--- src/dtpw_ram.sv ---
module dtpw_ram #(
  parameter int WIDTH = 8,
  parameter int DEPTH = 256,
  parameter int AW    = $clog2(DEPTH)
) (
  input  logic             clk_i,
  input  logic             we_i,
  input  logic [AW-1:0]    waddr_i,
  input  logic [WIDTH-1:0] wdata_i,
  input  logic [AW-1:0]    raddr_i,
  output logic [WIDTH-1:0] rdata_o
);

  logic [WIDTH-1:0] mem_q [DEPTH];
  logic [WIDTH-1:0] rdata_q;

  // Read-first: a read at the written address returns the old word
  always_ff @(posedge clk_i) begin
    if (we_i) begin
      mem_q[waddr_i] <= wdata_i;
    end
    rdata_q <= mem_q[raddr_i];
  end

  assign rdata_o = rdata_q;

endmodule

--- config.mk ---
export PLATFORM = sky130hd
export DESIGN_NAME = dtpw_ram
export DESIGN_NICKNAME = d
export VERILOG_FILES = /design/src/dtpw_ram.sv
export SDC_FILE = /design/constraint.sdc
export NUM_CORES = 2
export LEC_CHECK = 0
export CAP_MARGIN = 5
export CORE_ASPECT_RATIO = 1.25
export CORE_MARGIN = 3
export CORE_UTILIZATION = 25
export DETAILED_ROUTE_END_ITERATION = 10
export DONT_BUFFER_PORTS = 1
export SETUP_SLACK_MARGIN = 0.3
export SLEW_MARGIN = 20
export SYNTH_ARGS = -nofsm -noshare
export SYNTH_HDL_FRONTEND = slang
export SYNTH_SLANG_ARGS = --single-unit
--- constraint.sdc ---
create_clock -name clk_i -period 3.45 [get_ports clk_i]
set_input_delay 0.5175 -clock clk_i [delete_from_list [all_inputs] [get_ports clk_i]]
set_output_delay 0.5175 -clock clk_i [all_outputs]
set_load 0.03 [all_outputs]
==> Yosys cells after proc, flatten, opt, wreduce, memory -nomap -nowiden <==
Memory sizes are Yosys's and may differ from the RTL's. A register that Yosys moved wholly into a read port is not among the register bits.
Index checks and enable logic that the tools add are counted.
{ "totals": {"register_bits": 0, "ram_bits": 2048, "elab_cells": 3, "memories": 1} }
{ "mem_list": {"columns": ["memory", "depth", "word_bits", "read_ports", "rd_clocked_by_memory_dff", "write_ports", "line_no", "rtl"], "rows": [
  ["mem_q", 256, 8, 1, 1, 1, "14", "logic [WIDTH-1:0] mem_q [DEPTH];"]
]} }
{ "classes": {"mux": 2} }
{ "op_table": {"columns": ["op", "n"], "rows": [
  ["1-bit 2-to-1 mux", 2]
]} }

==> Logic depth before layout (Yosys ltp) <==
{ "depth": {"ltp_word": 2, "depth_mapped": 11, "mapped_depth_nobuf": 6} }

==> Worst setup path before layout <==
No wires, ideal clock.
{ "synth_timing": {"path_type": "input to register", "start": "in raddr_i[0]", "end": "reg rdata_q[2], in the netlist rdata_o[2] (read register of mem_q)", "setup_ps": 131, "t_arrival_ps": 2324, "path_slack_ps": 995, "cell_stages": 9, "path_cell_list": "buf_6 > buf_12 > buf_8 > buf_2 > mux4_2 > a22oi_1 > a21oi_1 > nor4_1 > nor4_2"} }
{ "synth_rtl": {"columns": ["item", "line_no", "rtl"], "rows": [
  ["start, declared", "10", "input logic [AW-1:0] raddr_i,"],
  ["end, declared", "15", "logic [WIDTH-1:0] rdata_q;"]
]} }

==> run_summary.xml <==
<?xml version="1.0" encoding="UTF-8"?>
<metrics>
  <group name="floorplan">
    <metric name="die_area" unit="sq um">325000</metric>
    <metric name="num_io_pins" unit="">34</metric>
    <metric name="floorplan.initialDensity" unit="%">25.2</metric>
    <metric name="chipHeight" unit="um">637</metric>
    <metric name="core_area" unit="sq um">315000</metric>
    <metric name="rows" unit="">230</metric>
    <metric name="die_width" unit="um">511</metric>
  </group>
  <group name="sta">
    <metric name="number_of_hold_violations_in_the_final_report" unit="">0</metric>
    <metric name="setup_viol_count_final" unit="">0</metric>
    <metric name="maxSlewViolCount" unit="">0</metric>
    <metric name="fmax_achieved" unit="GHz">0.329</metric>
    <metric name="setup-tns-final" unit="ns">0</metric>
    <metric name="period_needed" unit="ns">3.04</metric>
    <metric name="post_route_skew" unit="ns">0.0560</metric>
    <metric name="rsz_0062_raised_after_global_routing" unit="">no</metric>
    <metric name="worst_slew_margin_rel" unit="%">14.6</metric>
    <metric name="final_min_period_over_clock_period" unit="%">88.2</metric>
    <metric name="final.setup.worst_slack" unit="ns">0.407</metric>
    <metric name="least_margin_pin_slew" unit="ns">1.28</metric>
    <metric name="hold_ws" unit="ns">0.0289</metric>
  </group>
  <group name="power_and_ir_drop">
    <metric name="power-per-cell-area" unit="nW/um^2">542</metric>
    <metric name="leakage" unit="nW">28.2</metric>
    <metric name="ir_drop" unit="V">0.000385</metric>
  </group>
  <group name="routing">
    <metric name="drt-pass1-iter-count" unit="">5</metric>
    <metric name="final_antenna_net_count" unit="">0</metric>
    <metric name="num_vias" unit="">39100</metric>
    <metric name="remaining_drc_errors" unit="">0</metric>
    <metric name="drt_wl_total" unit="um">211000</metric>
    <metric name="initialDrtViolationCount" unit="">4200</metric>
    <metric name="vias_per_std_cell" unit="">4.68</metric>
    <metric name="routed_wire_length_per_instance" unit="um">25.2</metric>
  </group>
  <group name="clocking">
    <metric name="cts_max_path_buffers" unit="">4</metric>
    <metric name="clock_tree.htree_level_count" unit="">4</metric>
    <metric name="clk_pin_slew" unit="ns">0.06</metric>
    <metric name="cts_made_buffers" unit="">190</metric>
    <metric name="postCtsSetupRepairBufs" unit="">0</metric>
    <metric name="clock_sink_count" unit="">2056</metric>
    <metric name="root_buffer" unit="">sky130_fd_sc_hd__clkbuf_16</metric>
    <metric name="cts_tree" unit="">yes</metric>
    <metric name="insertion_delay" unit="ns">0.85</metric>
  </group>
  <group name="finish">
    <metric name="area_growth" unit="%">16.6</metric>
    <metric name="final_common_cell" unit="">sky130_fd_sc_hd__edfxtp_1</metric>
    <metric name="fillers" unit="">30700</metric>
    <metric name="layout.cells.most_common_list" unit="">sky130_fd_sc_hd__edfxtp_1 (2048), sky130_fd_sc_hd__mux4_2 (454), sky130_fd_sc_hd__buf_4 (293)</metric>
    <metric name="final_design_area_no_fill" unit="sq um">92700</metric>
    <metric name="drive_gt1_share" unit="%">25.6</metric>
    <metric name="instances_no_fill" unit="">8359</metric>
    <metric name="nNetsFinal" unit="">4066</metric>
  </group>
  <group name="critical_path">
    <metric name="critPathRequiredTime" unit="ns">4.14</metric>
    <metric name="worstPathMaxFanout" unit="">54</metric>
    <metric name="critPathCaptureType" unit="">flop</metric>
    <metric name="worst_path_most_repeated_cell" unit="">sky130_fd_sc_hd__buf_16</metric>
    <metric name="worst-setup-path-type" unit="">input port to flop</metric>
    <metric name="ff2ff_setup_slack" unit="ns">0.66</metric>
    <metric name="cp.arrival" unit="ns">3.73</metric>
    <metric name="cp_slowest_stage_delay" unit="ns">0.58</metric>
    <metric name="critical_path.n_buffers_inverters" unit="">4</metric>
    <metric name="cpMaxStageDelayCell" unit="">sky130_fd_sc_hd__mux4_2</metric>
    <metric name="cp_cell_sequence" unit="">buf_16 &gt; buf_16 &gt; buf_16 &gt; mux4_2 &gt; a22o_1 &gt; nor3_1 &gt; a21oi_1 &gt; a22oi_2 &gt; buf_4 &gt; nor4_2</metric>
    <metric name="critical_path.top_delay_family" unit="">buffers and inverters</metric>
    <metric name="kind_of_launch_point_of_the_worst_setup_path" unit="">input port</metric>
  </group>
  <group name="logic_synthesis">
    <metric name="post_syn_nets" unit="">3759</metric>
    <metric name="yosys.area.top_type_share" unit="%">77.3</metric>
    <metric name="synth_cells" unit="">3733</metric>
    <metric name="synth_top_area_cell" unit="">sky130_fd_sc_hd__edfxtp_1</metric>
    <metric name="syn_avg_cell_area" unit="sq um">21.3</metric>
    <metric name="synth.yosys.seq_area_share" unit="%">77.5</metric>
    <metric name="synth_cell_type_count" unit="">55</metric>
    <metric name="synth_enable_flop_cells" unit="">2048</metric>
    <metric name="synth_area_leaders" unit="">sky130_fd_sc_hd__edfxtp_1 (77%), sky130_fd_sc_hd__mux4_2 (13%), sky130_fd_sc_hd__mux2i_1 (1.7%)</metric>
    <metric name="postSynth.topFlopCell" unit="">sky130_fd_sc_hd__edfxtp_1</metric>
    <metric name="async_flop_share" unit="%">0</metric>
    <metric name="netlist_area" unit="sq um">79600</metric>
    <metric name="postSynthRegisterBits" unit="">2056</metric>
    <metric name="synth.yosys.warnings" unit="">0</metric>
  </group>
  <group name="global_routing">
    <metric name="grt_first_pass_wirelength" unit="um">292000</metric>
    <metric name="overflow" unit="">0</metric>
    <metric name="number_of_global_route_vias_before_repair" unit="">40000</metric>
    <metric name="globalRouteTotalUtil" unit="%">12.1</metric>
    <metric name="grt_max_degree" unit="">579</metric>
    <metric name="grt_antenna_before_repair" unit="">4</metric>
  </group>
  <group name="outcome">
    <metric name="status" unit="">completed</metric>
  </group>
  <group name="place">
    <metric name="buffer_ports.inserted" unit="">0</metric>
    <metric name="place_area" unit="sq um">85700</metric>
    <metric name="dp_worst_setup_slack" unit="ns">-0.338</metric>
    <metric name="dp.cells" unit="">7975</metric>
    <metric name="globalplace.congestion" unit="">0.797</metric>
    <metric name="hpwl" unit="um">113000</metric>
  </group>
  <group name="run">
    <metric name="maxCapViolCount" unit="">0</metric>
  </group>
  <group name="min_path">
    <metric name="min-delay-path-class" unit="">input port to flop</metric>
  </group>
</metrics>
## cell families (layout without fill, tap and decap cells)
group	after synthesis	after routing	share of synthesized area, %
other cells	0	4	0
buf+inv	235	681	1.83
simple gates	466	466	2.63
flops	2056	2056	77.5
compound gates	385	385	3.42
mux	591	591	14.6
## flip-flops by register name, indices dropped and copies added, names as in the netlist
signal	flops
mem_q	2048
rdata_o	8
## cell usage after synthesis (13+ instances only)
cell	instances
sky130_fd_sc_hd__a221oi_1	13
sky130_fd_sc_hd__nand2_1	33
sky130_fd_sc_hd__buf_2	31
sky130_fd_sc_hd__buf_6	21
sky130_fd_sc_hd__nor4_1	24
sky130_fd_sc_hd__a211oi_1	16
sky130_fd_sc_hd__a21oi_1	96
sky130_fd_sc_hd__o22ai_1	28
sky130_fd_sc_hd__a22oi_1	133
sky130_fd_sc_hd__nor2b_1	31
sky130_fd_sc_hd__nor2_1	282
sky130_fd_sc_hd__buf_8	13
sky130_fd_sc_hd__mux2i_1	134
sky130_fd_sc_hd__nand3_1	34
sky130_fd_sc_hd__clkbuf_1	111
sky130_fd_sc_hd__nor3_1	22
sky130_fd_sc_hd__buf_4	27
sky130_fd_sc_hd__buf_1	22
sky130_fd_sc_hd__mux4_2	454
sky130_fd_sc_hd__o221ai_1	46
sky130_fd_sc_hd__edfxtp_1	2048
## repair_timing
item / CTS / global route
gates resized for setup: 0 / 10
hold buffers: 14 / 22
endpoints found under the setup margin: 0 / 8
hold endpoints to repair: 1435 / 167
## layer usage
layer / vias to the layer above / global-route usage, % / share of wire (%)
met1: 21000 / 15.0 / 37
li1: 16300 / - / -
met2: 1505 / 21.5 / 52
met5: - / 0 / 0.0057
met3: 316 / 1.79 / 6.5
met4: 2 / 4.01 / 3.9
## final cells by class
type	instances	area [sq um]	share of cell area [%]
Clock buffer	229	4960	5.35
Multi-Input combinational cell	1442	16600	17.9
Inverter	2	7.51	0.00810
Clock inverter	102	891	0.961
Timing Repair Buffer	348	3400	3.67
Sequential cell	2056	61700	66.5
Antenna cell	4	10.0	0.0108
Tap cell	4176	5230	5.63
## metrics by stage
step	total power, mW	util (%)
2_1_floorplan	29.5	-
3_3_place_gp	29.7	27.2
3_5_place_dp	29.7	27.2
4_1_cts	50.1	29.1
5_1_grt	51.6	29.4
6_report	50.3	29.4
## worst reg2reg max path: stages (launching register included)
cell	delay, ns
sky130_fd_sc_hd__edfxtp_1	0.37
sky130_fd_sc_hd__mux4_2	0.46
sky130_fd_sc_hd__mux4_2	0.52
sky130_fd_sc_hd__nor2_1	0.22
sky130_fd_sc_hd__a2111oi_1	0.16
sky130_fd_sc_hd__nor3_1	0.64
sky130_fd_sc_hd__buf_4	0.24
sky130_fd_sc_hd__nor4_2	0.04
## where the power goes
part           switching (mW)  leakage (nW)  internal (mW)
registers               0.110          18.5           27.5
clock network            8.95          2.86           11.3
logic                    1.42          6.91          0.910
total                    10.5          28.2           39.8
## final timing paths
kind	end	from	cells after the start
max	rdata_o[6]	raddr_i[0]	10
max reg2reg	rdata_o[0]	mem_q[138][0]	7
min	mem_q[255][6]	wdata_i[6]	1
min reg2reg	rdata_o[0]	mem_q[75][0]	5
(Power assumes the default switching activity.)
