`config.mk`:
```
export PLATFORM = sky130hd
export DESIGN_NAME = dtpw_addr_mod
export DESIGN_NICKNAME = d
export VERILOG_FILES = /design/src/dtpw_pkg.sv /design/src/dtpw_addr_mod.sv
export SDC_FILE = /design/constraint.sdc
export NUM_CORES = 1
export LEC_CHECK = 0
export ABC_AREA = 1
export BUFFER_PORTS_ARGS = -buffer_cell sky130_fd_sc_hd__buf_2
export CAP_MARGIN = 20
export CORE_MARGIN = 2
export CORE_UTILIZATION = 30
export DETAILED_ROUTE_END_ITERATION = 7
export PLACE_DENSITY = 0.65
export SLEW_MARGIN = 30
export SYNTH_ARGS = -nofsm -noshare
export SYNTH_HDL_FRONTEND = slang
export SYNTH_SLANG_ARGS = --single-unit
```
`constraint.sdc`:
```
create_clock -name clk_i -period 0.8 [get_ports clk_i]
set_input_delay 0.08 -clock clk_i [delete_from_list [all_inputs] [get_ports clk_i]]
set_output_delay 0.08 -clock clk_i [all_outputs]
set_load 0.005 [all_outputs]
```
`src/dtpw_pkg.sv`:
```
package dtpw_pkg;

  // Elaboration defaults
  localparam int MAX_DIM_DEFAULT = 512;

  // Blend table: one entry for every pair of fragment color and old byte
  localparam int BLEND_ENTRIES = 65536;
  localparam int BLEND_AW      = 16;

  // Linear store address before the wrap: y * pitch + x with 10-bit operands
  localparam int LIN_W = 20;

  // Width of the reported frame address
  localparam int SCREEN_ADDR_W = 18;

  // Result queue
  localparam int FIFO_DEPTH = 16;
  localparam int FIFO_AW    = 4;

  // Configuration port
  localparam int CFG_AW = 5;
  localparam logic [2:0] REG_TARGET_WIDTH  = 3'd0;
  localparam logic [2:0] REG_TARGET_HEIGHT = 3'd1;
  localparam logic [2:0] REG_VIEW_OFFSET_X = 3'd2;
  localparam logic [2:0] REG_VIEW_OFFSET_Y = 3'd3;
  localparam logic [2:0] REG_SCREEN_WIDTH  = 3'd4;
  localparam logic [2:0] REG_SCREEN_HEIGHT = 3'd5;
  localparam logic [2:0] REG_DEPTH_ONLY    = 3'd6;

  localparam logic [9:0] RST_TARGET_WIDTH  = 10'd320;
  localparam logic [9:0] RST_TARGET_HEIGHT = 10'd200;
  localparam logic [9:0] RST_SCREEN_WIDTH  = 10'd320;
  localparam logic [9:0] RST_SCREEN_HEIGHT = 10'd200;

  // Action codes
  localparam logic [1:0] ACT_OPAQUE      = 2'd0;
  localparam logic [1:0] ACT_TRANSLUCENT = 2'd1;
  localparam logic [1:0] ACT_LOAD        = 2'd2;

  // Status codes
  localparam logic [1:0] ST_OK           = 2'd0;
  localparam logic [1:0] ST_OUT_TARGET   = 2'd1;
  localparam logic [1:0] ST_DEPTH_FAIL   = 2'd2;
  localparam logic [1:0] ST_OUT_SCREEN   = 2'd3;

  // Fragment as it travels down the pipeline after the bounds checks
  typedef struct packed {
    logic [1:0]  action;
    logic [7:0]  color;
    logic [31:0] fz;
    logic [15:0] tindex;
    logic [7:0]  tvalue;
    logic        in_target;
    logic        in_screen;
  } frag_t;

  // One result item
  typedef struct packed {
    logic [1:0]               status;
    logic                     written;
    logic [SCREEN_ADDR_W-1:0] saddr;
    logic [7:0]               cout;
  } result_t;

endpackage

```
`src/dtpw_addr_mod.sv`:
```
module dtpw_addr_mod #(
  parameter int MAX_DIM = dtpw_pkg::MAX_DIM_DEFAULT,
  parameter int AW      = $clog2(MAX_DIM * MAX_DIM)
) (
  input  logic                       clk_i,
  input  logic [dtpw_pkg::LIN_W-1:0] lin_i,
  output logic [AW-1:0]              addr_o
);

  localparam int LIN_W       = dtpw_pkg::LIN_W;
  localparam int STORE_DEPTH = MAX_DIM * MAX_DIM;
  localparam int PROD_W      = LIN_W + 32;
  localparam longint unsigned RECIP = (64'd1 << 32) / STORE_DEPTH;
  localparam logic [31:0] RECIP_C = 32'(RECIP);
  localparam logic [31:0] DEPTH_C = 32'(STORE_DEPTH);

  logic [PROD_W-1:0] prod;
  logic [LIN_W-1:0]  quot_d, quot_q;
  logic [LIN_W-1:0]  lin1_q, lin2_q;
  logic [LIN_W-1:0]  qd_d, qd_q;
  logic [LIN_W-1:0]  rem, rem_fix;
  logic [AW-1:0]     addr_d, addr_q;

  // Quotient estimate by reciprocal, low by at most one
  assign prod   = PROD_W'(lin_i) * PROD_W'(RECIP_C);
  assign quot_d = prod[PROD_W-1:32];

  // quot * depth never exceeds the linear address
  assign qd_d = LIN_W'(quot_q * DEPTH_C);

  // One correction step brings the remainder below the depth
  always_comb begin
    rem     = lin2_q - qd_q;
    rem_fix = rem;
    if (32'(rem) >= DEPTH_C) begin
      rem_fix = rem - LIN_W'(DEPTH_C);
    end
    addr_d = AW'(rem_fix);
  end

  always_ff @(posedge clk_i) begin
    quot_q <= quot_d;
    lin1_q <= lin_i;
    qd_q   <= qd_d;
    lin2_q <= lin1_q;
    addr_q <= addr_d;
  end

  assign addr_o = addr_q;

endmodule

```
Yosys cells after proc, flatten, opt, wreduce, memory -nomap -nowiden. Cells that the tools add are included.

$add $sub $neg: 2. $lt $le $gt $ge: 1. Multiplexer cells: 1.

Operators with widths (count): >= comparator 20 x 19 -> 1 bit (second input constant) (1); subtractor 20 bit (1); 2-to-1 mux 18 bit (1); subtractor 18 x 1 -> 18 bit (second input constant) (1).

Flip-flop bits (word level): 62.

Depth between registers and ports, before layout. Gate-level depths: netlist of run 1.

Depth in word-level cells: 3. Depth in mapped cells: 0.

Least setup slack after synthesis of run 1. No wires, ideal clock.

Path kind: reg2reg. Start point: register lin2_q[0]. End point: register addr_q[0] (netlist: addr_o[0]). Library setup time: 0.111 ns. Arrival time: 0.269 ns. Data required time: 0.689 ns. Path slack: 0.420 ns. Cell stages (with the launch flop): 1. Clock period less this slack: 0.380 ns. Cell sequence: dfxtp_1.

Word-level cells in the longest chain between the ends: 3. Elaborated cells on any way between the ends: 4. Classes of those cells: 2 x add/sub; 1 x order compare; 1 x mux.

RTL lines: from (decl) (line dtpw_addr_mod.sv:19) `logic [LIN_W-1:0] lin1_q, lin2_q;`; from (signal assigned) (line dtpw_addr_mod.sv:45) `lin2_q <= lin1_q;`; subtractor 20 bit * (line dtpw_addr_mod.sv:33) `rem = lin2_q - qd_q;`; subtractor 18 x 1 -> 18 bit or >= comparator 20 x 19 -> 1 bit (tied branches) (line dtpw_addr_mod.sv:36, dtpw_addr_mod.sv:35); 2-to-1 mux 18 bit * (line dtpw_addr_mod.sv:35) `if (32'(rem) >= DEPTH_C) begin`; to (signal assigned) (line dtpw_addr_mod.sv:46) `addr_q <= addr_d;`; to (decl) (line dtpw_addr_mod.sv:22) `logic [AW-1:0] addr_d, addr_q;`.

Mark *: on every way between the ends. The rest lies on a longest branch, timed or not.

Final worst setup path of run 1.
Start point: register addr_q[11] (netlist: addr_o[11]). End point: output port addr_o[11].

RTL lines: to (decl) (line dtpw_addr_mod.sv:7) `output logic [AW-1:0] addr_o`.

No word-level cell between the ends.

==> impl_results.md, run 1 <==
* RSZ-0062 raised after global routing: yes
* WP buf/inv at 1
* Primary FF master, synth: dfxtp_1
* Final Hold Vio Count at 0
* Worst hold slack at 336.0 ps
* Max_cap viols at 0
* Yosys warnings at 0
* Routed WL per cell at ~7.9 µm
* Internal at 3.380 mW
* Die area at slightly above 0.004 mm²
* CORE AREA at roughly 0.0034 mm²
* Buffers added on ports at 36
* Post-DR vias/cell at around 3.5
* Hold Crit Class: reg -> reg
* Initial antenna violation count at 0
* Final setup margin at -70.25 ps
* Die Wd at 64.03 µm
* CTS tree: done
* Clock-pin transition on the worst setup and hold timing paths at ~130 ps
* Synth-to-Final Area Change at 44.91%
* Total track usage at 6.604%
* Failing checks: setup timing
* Comb_multi_in at 0
* Synth Instances at between 50 and 60
* Req. time, crit path at a little over 700 ps
* Pleak at roughly 0.7 nW
* Via count at roughly 560
* Dpl cells at 136
* NumNets Final at 136
* Remaining antenna violation count at 0
* Chip Height at about 64 µm
* WP data arrival at approximately 790 ps
* Ant diodes at 0
* CTS Buf Count at 5
* Post-synth ARST share at 0%
* Final setup viols at 18
* Pin count of the biggest net entering global routing at 16
* Worst Max-Slew Pin Slew at ~130 ps
* Clk root buf: clkbuf_4
* Cell Pwr Density at 2654 mW/mm²
* DRT Wirelength at 1274 µm
* Mapped cell area at 0.001081 mm²
* Slew Viols, Final at 0
* CP Launch Type: flip-flop
* Slowest cell on crit path: dfxtp_2
* RD Place Congestion at roughly 0.56
* Largest area contributor in the netlist: dfxtp_1
* Sw Share at a little under a fifth
* First-pass DRT Iterations at 3
* Register area at ~0.0011 mm²
* CP delay by family, top: flip-flops
* CP cell instances: buf_6
* Clock latency on the worst-skew pair at approximately 350 ps
* Area contributors post-synth: dfxtp_1 100%
* Setup TNS at -1061 ps
* Combinational share of power at ~3.9%
* Site Rows at 21
* Post-synth EDFFs at 0
* Count leader, synth: dfxtp_1
* Vias in the first global route at 505
* FF+latch count, synth at 54
* Critical Path Sink Type: primary output
* Most frequent cells after synthesis: 54 x dfxtp_1
* Max transition margin at between 90% and 100%
* Cell Count, Final, Fillers Out at 162
* Status: finished with violations
* Share of layout cells above drive strength 1 at a little under two fifths
* Global-route wire length before repair at ~1900 µm
* Crit Path Class: reg -> out
* Flop pwr share at between 60 and 70%
* Psw at slightly below 800 µW
* Peak supply drop at approximately 1400 µV
* CTS H-tree lvls at 2
* Syn_nets at 75
* Initial Util at 31.89%
* Tcrit/Tclk final at 108.8%
* Share of the synthesized area in the top cell type at 100.0%
* Instance area after placement at about 0.0013 mm²
* CP max stage delay at ~340 ps
* Crit path max fanout at 1
* FMAX at 1.149 GHz
* Post-route design area at about 0.0016 mm²
* Grt ovf at 0
* Minimum clock period at a little under 900 ps
* Mean post-synth cell area at approximately 20 µm²
* I/O pin count at 39
* Remaining DRCs at 0
* Starting DRC count in detailed routing at 17
* Sequential area share after synthesis at 100.0%
* Clock Path Buffers at 2
* Netlist cell types at 1
* Pre-CTS setup slack at ~320 ps
* Multi-input gate area at 0 µm²
* Clock group share of total power at a little over a quarter
* Fill cell count at 324
* Clock Sinks at 54
* Clock Skew at 8.251 ps
what timing repair did:
action	CTS	global route
buffers inserted	0	0
hold buffers	18	0
hold endpoints to repair	18	0
setup endpoints to repair	18	18
resized for setup	0	2
pin swaps	0	0
cloned	0	0
registers in the layout, summed over array words and instances, names as in the netlist:
register  flops
addr_o       18
lin1_q       18
lin2_q       18
path summary, 6_finish.rpt:
kind,startpoint,end,slack (ps),cells past startpoint
max,addr_o[11],addr_o[11],-70,1
min,lin2_q[11],addr_o[11],340,0
max reg2reg,lin1_q[3],lin2_q[3],370,0
min reg2reg,lin2_q[11],addr_o[11],340,0
metal layers:
| metal | wire [µm] | GRT usage, % | vias up |
|---|---|---|---|
| met3 | 136 | 4.930 | 7 |
| met1 | 449 | 4.612 | 246 |
| li1 | - | - | 284 |
| met5 | 0 | 0 | - |
| met4 | 35 | 4.891 | 0 |
| met2 | 652 | 11.59 | 26 |
stage by stage:
| step | power [mW] | utilization, % |
|---|---|---|
| global placement | 3.010 | 38.91 |
| CTS | 4.217 | 45.99 |
| global route | 4.355 | 46.22 |
| finish | 4.158 | 46.22 |
| detailed placement | 3.018 | 38.91 |
| floorplan | 2.924 | - |
area by class of cell:
cell class | instances | share of cell area, %
tap | 46 | 3.674
clock buffer | 7 | 3.514
timing repair buffer | 54 | 23.40
sequential | 54 | 69.09
clock inverter | 1 | 0.3195
kinds of logic (layout without fill, tap and decap cells):
kind of cell	after synthesis	after routing	synth area share (%)
flip-flops	54	54	100.0
buffers and inverters	0	62	0
power by group through the flow:
stage | Clock (mW) | Combinational, mW | Sequential [mW]
5_1_grt | 1.31 | 0.174 | 2.87
2_1_floorplan | 0 | 0 | 2.92
3_5_place_dp | 0 | 0.0940 | 2.92
3_3_place_gp | 0 | 0.0933 | 2.92
4_1_cts | 1.19 | 0.162 | 2.86
6_report | 1.14 | 0.161 | 2.86
placed cells by master, fill, tap and decap left out:
master         instances
dlygate4sd3_1         18
clkbuf_1               1
buf_6                  1
clkbuf_8               1
clkbuf_4               5
dfxtp_1               53
dfxtp_2                1
buf_2                 35
clkinv_2               1
Power figures use the tool's default switching activity.
==> run 2: changes to the inputs <==
--- a/config.mk
+++ b/config.mk
@@ -11,7 +11,7 @@
 export CORE_MARGIN = 2
 export CORE_UTILIZATION = 30
 export DETAILED_ROUTE_END_ITERATION = 7
-export PLACE_DENSITY = 0.65
+export PLACE_DENSITY = 0.51
 export SLEW_MARGIN = 30
 export SYNTH_ARGS = -nofsm -noshare
 export SYNTH_HDL_FRONTEND = slang
==> run 2 against run 1 <==
The flow still finishes with violations (setup timing). Via count rose by 0.89%. Maximum frequency rose by 1.1%. Clock power fell by 13%. Sequential cell count did not move. Sequential share of layout area rose by 0.41 points. Wire length rose by 7.6%. Register-to-register slack improved by 20 ps. Clock skew fell by 5.0 ps. First-iteration DRC count rose by 12%. Sequential power barely moved. Critical path type unchanged. Largest cell class unchanged.
==> impl_results.md, run 2 (synthesis results as in run 1) <==
* Status: finished with violations
* Failing checks: setup timing
* Clock Skew at 3.209 ps
* CP cell instances: buf_2
* Total track usage at ~8.4%
* Req. time, crit path at between 700 and 800 ps
* Via count at 568
* Clock latency on the worst-skew pair at between 300 and 400 ps
* Max transition margin at between 90 and 100%
* Clock Sinks at 54
* Pin count of the biggest net entering global routing at 15
* Slowest cell on crit path: dfxtp_1
* Slew Viols, Final at 0
* Clock-pin transition on the worst setup and hold timing paths at about 120 ps
* Ant diodes at 0
* Reg2Reg Depth at 0
* Critical path depth at 1
* Pre-CTS setup slack at 323.5 ps
* RSZ-0062 raised after global routing: yes
* Multi-input gate area at 0 µm²
* I/O pin count at 39
* CP delay by family, top: flip-flops
* Worst setup path startpoint: addr_o[9]
* Clk root buf: clkbuf_4
* DRT Wirelength at about 1400 µm
* Critical Path Sink Type: primary output
* Cell Pwr Density at 2576 mW/mm²
* First-pass DRT Iterations at 2
* Remaining antenna violation count at 0
* Tcrit/Tclk final at 107.6%
* Initial antenna violation count at 0
* FMAX at between 1 and 1.5 GHz
* Cell Count, Final, Fillers Out at around 160
* Final setup viols at 18
* Clock Path Buffers at 2
* CORE AREA at about 0.0034 mm²
* R2r setup slk at 390 ps
* Max_cap viols at 0
* CTS tree: done
* Comb_multi_in at 0
* Worst hold slack at between 300 and 400 ps
* Worst R2R Start: lin1_q[0]
* Chip Height at 64.03 µm
* CP Launch Type: flip-flop
* Register area at roughly 0.0011 mm²
* Fill cell count at around 330
* Worst hold path depth at 0
* WP data arrival at roughly 780 ps
* Synth-to-Final Area Change at 44.21%
* Peak supply drop at around 1400 µV
* Share of layout cells above drive strength 1 at 37.39%
* Most frequent cells in the layout: 52 x dfxtp_1, 34 x buf_2, 18 x dlygate4sd3_1, 5 x clkbuf_4
* WP buf/inv at 1
* Worst Max-Slew Pin Slew at approximately 120 ps
* Final setup margin at -60.45 ps
* Die area at around 0.0041 mm²
* NumNets Final at between 100 and 150
* Buffers added on ports at 36
* Pleak at 0.7021 nW
* Routed WL per cell at ~8.5 µm
* CTS Buf Count at 5
* Tot Pwr at around 4.0 mW
* Global-route wire length before repair at ~2300 µm
* Grt ovf at 0
* Crit path max fanout at 1
* CP max stage delay at 320 ps
* Die Wd at about 64 µm
* Final Hold Vio Count at 0
* Most common cell after layout, fill and taps aside: dfxtp_1
* Setup TNS at -868.8 ps
* Initial Util at 31.89%
* Worst hold start: lin2_q[10]
* Starting DRC count in detailed routing at 19
* Vias in the first global route at 595
* Dpl cells at 136
* Site Rows at 21
* Crit Path Class: reg -> out
* Remaining DRCs at 0
* CTS H-tree lvls at 2
* Post-DR vias/cell at between 3 and 4
* Minimum clock period at between 800 and 900 ps
* Hold Crit Class: reg -> reg
* RD Place Congestion at roughly 0.58
## run 2: cell count changes in the layout (fill, tap and decap cells not counted)
cell	change
buf_2	-1
buf_6	+1
clkbuf_1	+1
clkbuf_8	-1
clkinv_2	-1
dfxtp_1	-1
dfxtp_2	+1
## run 2: per-stage QoR
| stage | util [%] | instance area, µm² |
|---|---|---|
| 2_1_floorplan | - | 1081 |
| 3_3_place_gp | 38.91 | 1319 |
| 3_5_place_dp | 38.91 | 1319 |
| 4_1_cts | 45.55 | 1544 |
| 5_1_grt | 45.99 | 1559 |
| 6_report | 45.99 | 1559 |
## run 2: routing by layer
layer,vias up,part of all wire [%],global-route usage [%]
li1,283,-,-
met1,253,35,5.305
met2,27,53,15.63
met3,5,10,6.690
met4,0,2.4,4.891
met5,-,0,0
## run 2: path summary, 6_finish.rpt
| path | to |
|---|---|
| min reg2reg | addr_o[10] |
| max reg2reg | lin2_q[0] |
| max | addr_o[9] |
| min | addr_o[10] |
## run 2: what timing repair did
action                     in CTS  in global routing
hold buffers                   18                  0
hold endpoints to repair       18                  0
setup endpoints to repair      18                 18
setup buffers                   0                  0
gates resized for setup         0                  4
## run 2: cell type report
cell class / count / area share, %
sequential: 54 / 69.50
timing repair buffer: 54 / 23.92
clock buffer: 7 / 2.889
tap: 46 / 3.692
## run 2: power breakdown
part           switching (mW)  internal, mW  leakage [nW]  total (mW)
Combinational          0.0431         0.123         0.221       0.166
Clock                   0.655         0.333        0.0254       0.988
Sequential             0.0292          2.83         0.456        2.86
Total                   0.728          3.29         0.702        4.02
